$ cat src/sv/mob_pkg.sv
package mob_pkg;

  localparam int MAX_LEN  = 128;
  localparam int ALPHABET = 256;

  localparam int BYTE_W  = 8;
  localparam int CNT_W   = 8;
  localparam int LEN_W   = $clog2(MAX_LEN + 1);
  localparam int IDX_W   = (MAX_LEN > 1) ? $clog2(MAX_LEN) : 1;
  localparam int ALPHA_W = (ALPHABET > 1) ? $clog2(ALPHABET) : 1;

  localparam logic [CNT_W-1:0] CNT_MAX = {CNT_W{1'b1}};

  typedef enum logic [1:0] {
    ST_IDLE,
    ST_INC,
    ST_WALK,
    ST_DONE
  } state_t;

  typedef struct packed {
    logic               en;
    logic [ALPHA_W-1:0] addr;
    logic [CNT_W-1:0]   data;
  } hist_wr_t;

endpackage

$ cat src/sv/mob_buf.sv
module mob_buf (
  input  logic                       clk,
  input  logic                       wr_en,
  input  logic [mob_pkg::IDX_W-1:0]  wr_addr,
  input  logic [mob_pkg::BYTE_W-1:0] wr_data,
  input  logic [mob_pkg::IDX_W-1:0]  rd_addr,
  output logic [mob_pkg::BYTE_W-1:0] rd_data
);

  logic [mob_pkg::BYTE_W-1:0] mem [mob_pkg::MAX_LEN];
  logic [mob_pkg::BYTE_W-1:0] rd_data_r;

  always_ff @(posedge clk) begin
    if (wr_en) begin
      mem[wr_addr] <= wr_data;
    end
    rd_data_r <= mem[rd_addr];
  end

  assign rd_data = rd_data_r;

endmodule

$ cat src/sv/mob_hist.sv
module mob_hist (
  input  logic                        clk,
  input  logic                        rst_n,
  input  logic                        clr,
  input  logic [mob_pkg::ALPHA_W-1:0] rd_addr,
  input  mob_pkg::hist_wr_t           wr,
  output logic [mob_pkg::CNT_W-1:0]   rd_count
);

  logic [mob_pkg::CNT_W-1:0]    mem [mob_pkg::ALPHABET];
  logic [mob_pkg::ALPHABET-1:0] vld_r;
  logic [mob_pkg::CNT_W-1:0]    data_r;
  logic                         rd_vld_r;

  always_ff @(posedge clk) begin
    if (wr.en) begin
      mem[wr.addr] <= wr.data;
    end
    data_r   <= mem[rd_addr];
    rd_vld_r <= vld_r[rd_addr];
  end

  // A value never written since the last clear counts as zero.
  always_ff @(posedge clk) begin
    if (!rst_n) begin
      vld_r <= '0;
    end else if (clr) begin
      vld_r <= '0;
    end else if (wr.en) begin
      vld_r[wr.addr] <= 1'b1;
    end
  end

  assign rd_count = rd_vld_r ? data_r : '0;

endmodule

$ cat src/sv/mob_best.sv
module mob_best (
  input  logic                       clk,
  input  logic                       clr,
  input  logic                       en,
  input  logic [mob_pkg::BYTE_W-1:0] char_in,
  input  logic [mob_pkg::CNT_W-1:0]  count_in,
  output logic [mob_pkg::BYTE_W-1:0] best_char,
  output logic [mob_pkg::CNT_W-1:0]  best_count
);

  logic [mob_pkg::BYTE_W-1:0] char_r;
  logic [mob_pkg::CNT_W-1:0]  count_r;

  // Strictly greater keeps the earliest byte on a tie.
  always_ff @(posedge clk) begin
    if (clr) begin
      char_r  <= '0;
      count_r <= '0;
    end else if (en && (count_in > count_r)) begin
      char_r  <= char_in;
      count_r <= count_in;
    end
  end

  assign best_char  = char_r;
  assign best_count = count_r;

endmodule

$ cat src/sv/max_occurring_byte.sv
// A byte item is read from the histogram while idle, then written back in ST_INC.
// An item marked last starts a walk over the L stored bytes, after its own ST_INC update
// when it carries a byte; each byte is read from the buffer, then its count, then compared.
// A new byte is taken only in ST_IDLE, never while ST_INC writes back the one before.
// Reset is synchronous: control state, string length, overflow flag and histogram valid bits
// clear; the string buffer holds no reset value.
module max_occurring_byte (
  input  logic        clk,
  input  logic        rst_n,
  input  logic        in_tvalid,
  output logic        in_tready,
  input  logic [7:0]  in_tdata,   // [7:0] char_byte
  input  logic        in_tuser,   // [0] has_char
  input  logic        in_tlast,   // last
  output logic        out_tvalid,
  input  logic        out_tready,
  output logic [15:0] out_tdata,  // [7:0] max_char, [15:8] max_count
  output logic        out_tuser   // [0] truncated
);

  mob_pkg::state_t state_r, state_nxt;

  logic [mob_pkg::LEN_W-1:0]  len_r, len_nxt;
  logic                       ovf_r, ovf_nxt;
  logic [mob_pkg::LEN_W-1:0]  idx_r, idx_nxt;
  logic                       p1_r, p2_r;
  logic [mob_pkg::BYTE_W-1:0] byte_r;
  logic                       last_r;
  logic [mob_pkg::BYTE_W-1:0] ch2_r;

  logic                       out_valid_r;
  logic [mob_pkg::BYTE_W-1:0] out_char_r;
  logic [mob_pkg::CNT_W-1:0]  out_count_r;
  logic                       out_trunc_r;

  logic                       accept;
  logic                       in_range;
  logic                       room;
  logic                       take;
  logic                       drop;
  logic                       issue;
  logic                       walk_done;
  logic                       load_out;
  logic                       best_clr;

  logic [mob_pkg::BYTE_W-1:0]  buf_rd_data;
  logic [mob_pkg::ALPHA_W-1:0] hist_rd_addr;
  logic [mob_pkg::CNT_W-1:0]   hist_count;
  mob_pkg::hist_wr_t           hist_wr;
  logic [mob_pkg::BYTE_W-1:0]  best_char;
  logic [mob_pkg::CNT_W-1:0]   best_count;

  assign accept   = in_tvalid && in_tready;
  assign in_range = ({1'b0, in_tdata} < (mob_pkg::BYTE_W + 1)'(mob_pkg::ALPHABET));
  assign room     = (len_r < mob_pkg::LEN_W'(mob_pkg::MAX_LEN));
  assign take     = accept && in_tuser && in_range && room;
  assign drop     = accept && in_tuser && in_range && !room;

  // Next state.
  always_comb begin
    state_nxt = state_r;
    unique case (state_r)
      mob_pkg::ST_IDLE: begin
        if (take) begin
          state_nxt = mob_pkg::ST_INC;
        end else if (accept && in_tlast) begin
          state_nxt = mob_pkg::ST_WALK;
        end
      end
      mob_pkg::ST_INC: begin
        state_nxt = last_r ? mob_pkg::ST_WALK : mob_pkg::ST_IDLE;
      end
      mob_pkg::ST_WALK: begin
        if (walk_done) begin
          state_nxt = mob_pkg::ST_DONE;
        end
      end
      mob_pkg::ST_DONE: begin
        if (load_out) begin
          state_nxt = mob_pkg::ST_IDLE;
        end
      end
      default: state_nxt = mob_pkg::ST_IDLE;
    endcase
  end

  // Outputs of the sequencer.
  always_comb begin
    in_tready    = (state_r == mob_pkg::ST_IDLE);
    issue        = (state_r == mob_pkg::ST_WALK) && (idx_r < len_r);
    walk_done    = (state_r == mob_pkg::ST_WALK) && !issue && !p1_r && !p2_r;
    load_out     = (state_r == mob_pkg::ST_DONE) && (!out_valid_r || out_tready);
    best_clr     = (state_r != mob_pkg::ST_WALK) && (state_nxt == mob_pkg::ST_WALK);
    // While idle the histogram reads the incoming byte; during the walk it reads
    // the byte that the buffer just returned.
    hist_rd_addr = (state_r == mob_pkg::ST_IDLE) ? in_tdata[mob_pkg::ALPHA_W-1:0]
                                                  : buf_rd_data[mob_pkg::ALPHA_W-1:0];
    hist_wr.en   = (state_r == mob_pkg::ST_INC);
    hist_wr.addr = byte_r[mob_pkg::ALPHA_W-1:0];
    hist_wr.data = (hist_count == mob_pkg::CNT_MAX) ? hist_count
                                                     : hist_count + mob_pkg::CNT_W'(1);
  end

  always_comb begin
    len_nxt = len_r;
    ovf_nxt = ovf_r;
    idx_nxt = idx_r;
    if (take) begin
      len_nxt = len_r + mob_pkg::LEN_W'(1);
    end
    if (drop) begin
      ovf_nxt = 1'b1;
    end
    if (best_clr) begin
      idx_nxt = '0;
    end else if (issue) begin
      idx_nxt = idx_r + mob_pkg::LEN_W'(1);
    end
    if (load_out) begin
      len_nxt = '0;
      ovf_nxt = 1'b0;
    end
  end

  always_ff @(posedge clk) begin
    if (!rst_n) begin
      state_r     <= mob_pkg::ST_IDLE;
      len_r       <= '0;
      ovf_r       <= 1'b0;
      idx_r       <= '0;
      p1_r        <= 1'b0;
      p2_r        <= 1'b0;
      out_valid_r <= 1'b0;
    end else begin
      state_r <= state_nxt;
      len_r   <= len_nxt;
      ovf_r   <= ovf_nxt;
      idx_r   <= idx_nxt;
      p1_r    <= issue;
      p2_r    <= p1_r;
      if (load_out) begin
        out_valid_r <= 1'b1;
      end else if (out_tready) begin
        out_valid_r <= 1'b0;
      end
    end
  end

  always_ff @(posedge clk) begin
    if (take) begin
      byte_r <= in_tdata;
      last_r <= in_tlast;
    end
    ch2_r <= buf_rd_data;
    if (load_out) begin
      out_char_r  <= best_char;
      out_count_r <= best_count;
      out_trunc_r <= ovf_r;
    end
  end

  mob_buf u_buf (
    .clk     (clk),
    .wr_en   (take),
    .wr_addr (len_r[mob_pkg::IDX_W-1:0]),
    .wr_data (in_tdata),
    .rd_addr (idx_r[mob_pkg::IDX_W-1:0]),
    .rd_data (buf_rd_data)
  );

  mob_hist u_hist (
    .clk      (clk),
    .rst_n    (rst_n),
    .clr      (load_out),
    .rd_addr  (hist_rd_addr),
    .wr       (hist_wr),
    .rd_count (hist_count)
  );

  mob_best u_best (
    .clk        (clk),
    .clr        (best_clr),
    .en         (p2_r),
    .char_in    (ch2_r),
    .count_in   (hist_count),
    .best_char  (best_char),
    .best_count (best_count)
  );

  assign out_tvalid = out_valid_r;
  assign out_tdata  = {out_count_r, out_char_r};
  assign out_tuser  = out_trunc_r;

  assert property (@(posedge clk) disable iff (!rst_n)
    len_r <= mob_pkg::LEN_W'(mob_pkg::MAX_LEN))
    else $error("string length beyond buffer size");

  assert property (@(posedge clk) disable iff (!rst_n)
    take |=> (state_r == mob_pkg::ST_INC))
    else $error("stored byte not followed by histogram update");

  assert property (@(posedge clk) disable iff (!rst_n)
    load_out |=> (len_r == '0) && !ovf_r && out_tvalid)
    else $error("string state not cleared after result");

  assert property (@(posedge clk) disable iff (!rst_n)
    p2_r |-> $past(p1_r))
    else $error("walk pipeline out of step");

endmodule
$ cat config.mk
export PLATFORM = sky130hd
export DESIGN_NAME = max_occurring_byte
export DESIGN_NICKNAME = d
export VERILOG_FILES = /design/src/sv/mob_pkg.sv /design/src/sv/mob_buf.sv /design/src/sv/mob_hist.sv /design/src/sv/mob_best.sv /design/src/sv/max_occurring_byte.sv
export SDC_FILE = /design/constraint.sdc
export NUM_CORES = 2
export LEC_CHECK = 0
export ABC_AREA = 1
export CELL_PAD_IN_SITES_DETAIL_PLACEMENT = 1
export CELL_PAD_IN_SITES_GLOBAL_PLACEMENT = 1
export CORE_MARGIN = 2
export CORE_UTILIZATION = 45
export DETAILED_ROUTE_END_ITERATION = 7
export DONT_BUFFER_PORTS = 1
export GPL_TIMING_DRIVEN = 1
export PLACE_DENSITY = 0.77
export SLEW_MARGIN = 20
export SYNTH_ARGS = -nofsm -noshare
export SYNTH_HDL_FRONTEND = slang
export SYNTH_HIERARCHICAL = 1
export SYNTH_SLANG_ARGS = --single-unit
$ cat constraint.sdc
create_clock -name clk -period 17.97 [get_ports clk]
set_input_delay 1.797 -clock clk [delete_from_list [all_inputs] [get_ports clk]]
set_output_delay 1.797 -clock clk [all_outputs]
set_load 0.02 [all_outputs]
==> Yosys cells after proc, flatten, opt, wreduce, memory -nomap -nowiden <==
Memory sizes are Yosys's and may differ from the RTL's. A register that Yosys moved wholly into a read port is not among the register bits.
Index checks and enable logic that the tools add are counted.
{ "totals": {"n_memories": 2, "wordCells": 78, "regBits": 329, "output_inout_bits": 19, "mem_bits_rw": 3072, "in_bits": 14} }
{ "memory_table": {"columns": ["name", "depth", "word_bits", "rd", "rd_clocked_by_memory_dff", "write_ports", "line_no", "text"], "rows": [
  ["u_hist.mem", 256, 8, 1, 1, 1, "mob_hist.sv:10", "logic [mob_pkg::CNT_W-1:0] mem [mob_pkg::ALPHABET];"],
  ["u_buf.mem", 128, 8, 1, 1, 1, "mob_buf.sv:10", "logic [mob_pkg::BYTE_W-1:0] mem [mob_pkg::MAX_LEN];"]
]} }
{ "classes": {"mux": 19, "order_cmp": 6, "n_reduce_logical": 23, "n_eq_ne": 6, "n_addsub": 3, "bitwise": 2} }
{ "ops": {"columns": ["cell", "count"], "rows": [
  ["$or A256 B256 Y256", 1],
  ["$add A8 B1 Y8 const B", 3],
  ["$mux W8", 3],
  ["$lt A8 B9 Y1 const B", 2],
  ["$logic_and A1 B1 Y1", 13],
  ["$mux W2", 5],
  ["$bmux W1 S8", 1],
  ["$demux W1 S8", 1],
  ["$eq A8 B8 Y1 const B", 1],
  ["$ge A8 B1 Y1 const B", 1],
  ["$gt A8 B8 Y1", 1],
  ["$lt A8 B8 Y1", 1],
  ["$lt A8 B8 Y1 const B", 1],
  ["$mux W1", 8],
  ["$pmux W2 S4", 1],
  ["$eq A2 B2 Y1 const B", 3],
  ["$logic_not A1 Y1", 5],
  ["$reduce_or A2 Y1", 2],
  ["$eq A2 B1 Y1 const B", 1],
  ["$logic_not A2 Y1", 1],
  ["$ne A2 B2 Y1 const B", 1],
  ["$reduce_bool A2 Y1", 1],
  ["$logic_or A1 B1 Y1", 1],
  ["$not A1 Y1", 1]
]} }

==> Logic depth before layout (Yosys ltp) <==
{ "logic_depth": {"depth_word": 11, "ltp_mapped": 18, "ltp_nobuf": 14} }

==> Hierarchy <==
The synthesis kept the hierarchy.
{ "modules_own_cells": {"columns": ["module", "instances", "area_each_um2", "cells_each", "seq_area_each_um2"], "rows": [
  ["mob_hist", 1, 93153.1, 8413, 66804.1],
  ["mob_buf", 1, 42104.1, 3575, 30909.6],
  ["max_occurring_byte", 1, 2532.4, 267, 1381.3],
  ["mob_best", 1, 1093.5, 140, 320.3]
]} }

==> Worst setup path before layout <==
No wires, ideal clock.
{ "synth_path": {"path_type": "register -> register", "startpoint": "register u_hist.rd_vld_r", "endpoint": "memory u_hist/mem[0][5] in the netlist's numbering (data pin)", "n_path_buf": 1, "setup_slack_ps": 4786, "synth_period_minus_slack_ps": 13184, "setup_ps": 2187, "required_ps": 15783, "arrival_time_ps": 10997, "stages_incl_launch_ff": 8, "path_cell_list": "dfxtp_1 clkbuf_1 nand2_1 inv_1 nand3_1 nor3_1 nor2_1 o21ai_0"} }
{ "synth_rtl": {"columns": ["item", "line_no", "text"], "rows": [
  ["start: declaration", "mob_hist.sv:13", "logic rd_vld_r;"],
  ["start signal: assignment", "mob_hist.sv:20", "rd_vld_r <= vld_r[rd_addr];"],
  ["end: declaration", "mob_hist.sv:10", null]
]} }

==> Worst setup path after layout <==
{ "layout_path": {"startpoint": "register state_r[0]", "endpoint": "register u_hist/data_r[7] in the netlist's numbering, read port of u_hist.mem"} }
{ "layout_via": {"elab_chain_cells": 2} }
{ "layout_rtl": {"columns": ["item", "line_no", "text"], "rows": [
  ["start: declaration", "max_occurring_byte.sv:21", "mob_pkg::state_t state_r, state_nxt;"],
  ["start signal: assignment", "max_occurring_byte.sv:127", "state_r <= mob_pkg::ST_IDLE;"],
  ["start signal: assignment", "max_occurring_byte.sv:135", "state_r <= state_nxt;"],
  ["$logic_not A2 Y1", null, null],
  ["net in_tready", "max_occurring_byte.sv:11", "output logic in_tready,"],
  ["$mux W8", "max_occurring_byte.sv:96", "hist_rd_addr = (state_r == mob_pkg::ST_IDLE) ? in_tdata[mob_pkg::ALPHA_W-1:0]"],
  ["net hist_rd_addr, one bit", "max_occurring_byte.sv:47", "logic [mob_pkg::ALPHA_W-1:0] hist_rd_addr;"],
  ["end: declaration", "mob_hist.sv:12", "logic [mob_pkg::CNT_W-1:0] data_r;"]
]} }
The timed path passes the listed nets, and every way through them passes these cells.
A chain may end at the register's enable or synchronous reset.

==> metrics.md <==
| Metric | Value |
|---|---|
| Initial antenna violation count | `20` |
| Final hold viol count | `0` |
| Via-per-instance ratio | `approximately 6.0` |
| Beginning of the critical path | `state_r[0]` |
| Filler cell count in the final layout | `32,150` |
| Worst reg-to-reg setup slack | `11.35 ns` |
| I/O Pins | `33` |
| Setup TNS | `0 ns` |
| Element type at the critical path start | `register` |
| Post-placement setup slack | `about 11 ns` |
| RSZ-0062 raised after global routing | `false` |
| Full die area | `about 310,000 sq um` |
| Routed Antenna Nets | `0` |
| Total vias in the final route | `between 90,000 and 100k` |
| Reg power frac | `47.6%` |
| Placement Rows | `roughly 200` |
| Net switching power | `approximately 5.3 mW` |
| Maximum vdd ir drop | `145.0 uV` |
| Mapped Nets | `12,430` |
| Layout Cell Area excl Fill | `approximately 150,000 sq um` |
| Max-slew violation count | `0` |
| CTS buffer count | `~360` |
| Internal power summed over all cells | `about 14 mW` |
| Transition time of the tightest slew-check pin | `approximately 1.3 ns` |
| Area of the core | `a little over 300,000 sq um` |
| Sum of net half-perimeters after detailed placement | `between 200 and 250 mm` |
| Startpoint of the lowest-slack register-to-register path | `state_r[0]` |
| Placement Cell Area | `approximately 140,000 sq um` |
| Buffers inserted during post-CTS setup optimization | `0` |
| Setup slack of the critical path after layout | `~11 ns` |
| First DRT Iteration DRCs | `11,040` |
| Global-route wire length before repair | `between 600 and 700 mm` |
| Most frequent cells in the layout | `3,653 x sky130_fd_sc_hd__nand2_1, 3,211 x sky130_fd_sc_hd__nand3_1, 3,098 x sky130_fd_sc_hd__edfxtp_1` |
| Leak Pwr | `roughly 53 nW` |
| Total clock sinks | `about 3,400` |
| Final critical-path required period | `about 6.6 ns` |
| Clock tree from TritonCTS | `yes` |
| Source-to-sink clock delay at the later pin of the worst-skew pair | `~0.96 ns` |
| Post-Synthesis Mean Instance Area | `between 10 and 15 sq um` |
| Bufs on Longest Clock Path | `4` |
| H-tree levels | `5` |
| Hold wc startpoint | `u_buf/rd_data[7]` |
| Post-synth design cell area | `approximately 140,000 sq um` |
| Maximum operating frequency | `151.1 MHz` |
| Most used flip-flop cell after synthesis | `sky130_fd_sc_hd__edfxtp_1` |
| Result of the run | `finished, final reports clean` |
| Period Utilization, post-route | `a little under two fifths` |
| CTS Root Cell | `sky130_fd_sc_hd__clkbuf_16` |
| Chip Height | `559.5 um` |
| Routed len/inst | `~27 um` |
| Combinational share of power | `approximately an eighth` |
| Delay-heaviest family, CP | `buffers and inverters` |
| Routed Wire Length | `441.6 mm` |
| Sum of overflow across all layers after global routing | `0` |
| Number of placed cells counting well taps | `15,790` |
| Critical Path AT | `around 7.5 ns` |
| Post-synthesis sequential area ratio | `between 70% and 80%` |
| Number of synthesized register bits | `~3,400` |
| FFs w/ async S/R, synth | `0%` |
| Critical path endpoint category | `register` |
| Floorplan die width | `approximately 560 um` |
| Final weighted congestion of routability-driven global placement | `roughly 0.85` |
| Post-synth EDFFs | `just over 3,000` |
| Maximum number of pins on one net before global-route repair | `265` |
| Post-synthesis instance total | `roughly 12,000` |
| CP Buf/Inv Count | `4` |
| Number of max-cap violations | `0` |
| Count of endpoints failing setup in the final report | `0` |
| Vias in the first global route | `102,800` |
| Cell seen most often among critical-path stages | `sky130_fd_sc_hd__nand3_1` |
| Iteration count of the initial detailed-routing pass | `5` |
| Non-filler instance count after layout | `between 15,000 and 20,000` |
| Category of the most critical setup path | `reg2reg` |
| Power Dens Cells | `between 100 and 150 nW/um^2` |
| Delay of the slowest cell on the worst path | `0.88 ns` |
| Total number of nets in the final design | `roughly 12,000` |
| Proportion of total power due to net switching | `between 20% and 30%` |
| Max-Slew Margin vs Limit | `between 10 and 15%` |
| Clock group share of total power | `between 30% and 40%` |
| Ratio of cells with drive above 1 in the final layout | `under 10%` |
| Warnings from Yosys | `6` |
| DRC violations left | `0` |
| Count of cell types in the netlist | `42` |
| Initial core utilization | `a little under half` |
| Overall track demand over capacity in global routing | `between 20% and 30%` |
| Final worst clock skew | `between 0.09 and 0.1 ns` |
| Post-synthesis to final-layout area growth | `10.38%` |
| Post-CTS resize count | `0` |
| Count of input and output buffers | `0` |
| Critical Path RT | `around 19 ns` |
| Clk slew on worst S/H paths | `approximately 0.06 ns` |
| Cell with the largest stage delay on the worst path | `sky130_fd_sc_hd__buf_4` |
| Most frequent standard cell in the layout excluding fill and tap cells | `sky130_fd_sc_hd__nand2_1` |
| List of cells traversed by the critical path | `nor2_2, buf_4, mux2_8, inv_16, buf_4, buf_12, nand2_1, nand3_1, nand3_1, nand3_1, nand3_1, nand3_1, nand3_1, nand2_1, nand2_1, nand2_1` |
| HP Class | `reg2reg` |
| Post-CTS Hold Fix Bufs | `0` |
| Largest fanout on the critical path | `roughly 260` |
power by group through the flow:
stage	combinational [mW]	clock [mW]	sequential, mW
finish	2.58	7.56	9.23
global route	2.73	7.93	9.22
CTS	2.52	7.65	9.22
detailed placement	2.49	0	9.39
global placement	2.40	0	9.39
floorplan	1.50	0	9.56
through the flow:
step | hold WS (ns) | power, mW | utilization (%)
2_1_floorplan | 0.3272 | 11.06 | -
3_3_place_gp | 0.3441 | 11.78 | 46.02
3_5_place_dp | 0.3434 | 11.88 | 46.03
4_1_cts | 0.3710 | 19.39 | 49.95
5_1_grt | 0.3627 | 19.88 | 50.00
6_report | 0.3709 | 19.37 | 50.01
routing by layer:
| metal | share of wire (%) | wire length, um | vias to the layer above | global-route usage (%) |
|---|---|---|---|---|
| li1 | - | - | 42500 | - |
| met1 | 39 | 174000 | 50870 | 36.52 |
| met2 | 48 | 211800 | 4876 | 44.89 |
| met3 | 8.8 | 38830 | 990 | 4.849 |
| met4 | 3.8 | 16920 | 8 | 10.33 |
| met5 | 0.013 | 56 | - | 0 |
worst register-to-register path, cell delays in order (launching register included):
cell and delay (ns):
sky130_fd_sc_hd__dfxtp_1 0.37, sky130_fd_sc_hd__nor2_2 0.51, sky130_fd_sc_hd__buf_4 0.38, sky130_fd_sc_hd__mux2_8 0.56, sky130_fd_sc_hd__inv_16 0.69, sky130_fd_sc_hd__buf_4 0.97, sky130_fd_sc_hd__buf_12 0.73, sky130_fd_sc_hd__nand2_1 0.48
sky130_fd_sc_hd__nand3_1 0.13, sky130_fd_sc_hd__nand3_1 0.19, sky130_fd_sc_hd__nand3_1 0.18, sky130_fd_sc_hd__nand3_1 0.35, sky130_fd_sc_hd__nand3_1 0.40, sky130_fd_sc_hd__nand3_1 0.20, sky130_fd_sc_hd__nand2_1 0.12, sky130_fd_sc_hd__nand2_1 0.14
sky130_fd_sc_hd__nand2_1 0.12
cell type report:
class,instances,area (sq um),share of cell area [%]
flip-flops and latches,3417,99430,64.86
clock inverters,183,2027,1.322
clock buffers,488,9980,6.510
well taps,4100,5130,3.346
inverters,172,721.9,0.4709
diodes,13,32.53,0.02122
repair buffers,101,1059,0.6905
multi-input cells,8001,34930,22.78
logic make-up after synthesis:
kind of cell               synth area share, %
xor gates and xnor gates               0.03154
and+or+nand+nor                          24.52
buffers and inverters                    3.430
DFF                                      71.58
AOI/OAI and AO/OA                       0.2027
muxes                                  0.07568
adders and majority gates               0.1622
sequential cells by signal, summed over array words and instances (netlist names), 2 cells and up:
register / cells
ch2_r: 8
u_hist/mem: 2048
u_buf/mem: 1024
len_r: 8
u_buf/rd_data: 8
u_hist/vld_r: 256
u_best/best_char: 8
byte_r: 8
state_r: 2
out_count_r: 8
idx_r: 8
out_char_r: 8
u_hist/data_r: 8
u_best/best_count: 8
synthesized netlist by cell type (10+ instances only):
master                     instances  area (sq um)
sky130_fd_sc_hd__ha_1             18         225.2
sky130_fd_sc_hd__nand4_1          15         93.84
sky130_fd_sc_hd__nor2_2           10         62.56
sky130_fd_sc_hd__a21oi_1          22         110.1
sky130_fd_sc_hd__nor2_1          983          3690
sky130_fd_sc_hd__nand2_1        3659         13730
sky130_fd_sc_hd__inv_1           157         589.3
sky130_fd_sc_hd__clkbuf_1        156         585.6
sky130_fd_sc_hd__nand3_2          16         160.2
sky130_fd_sc_hd__buf_6            28         315.3
sky130_fd_sc_hd__dfxtp_1         319          6386
sky130_fd_sc_hd__nand3_1        3213         16080
sky130_fd_sc_hd__buf_1            70         262.8
sky130_fd_sc_hd__buf_2           480          2402
sky130_fd_sc_hd__buf_4            70         525.5
sky130_fd_sc_hd__nor3_1           16         80.08
sky130_fd_sc_hd__edfxtp_1       3098         93030
final timing paths:
| kind | endpoint | cells past startpoint |
|---|---|---|
| max | u_hist/data_r[7] | 16 |
| min | ch2_r[7] | 0 |
| max reg2reg | u_hist/data_r[7] | 16 |
| min reg2reg | ch2_r[7] | 0 |
(Power assumes the default switching activity.)
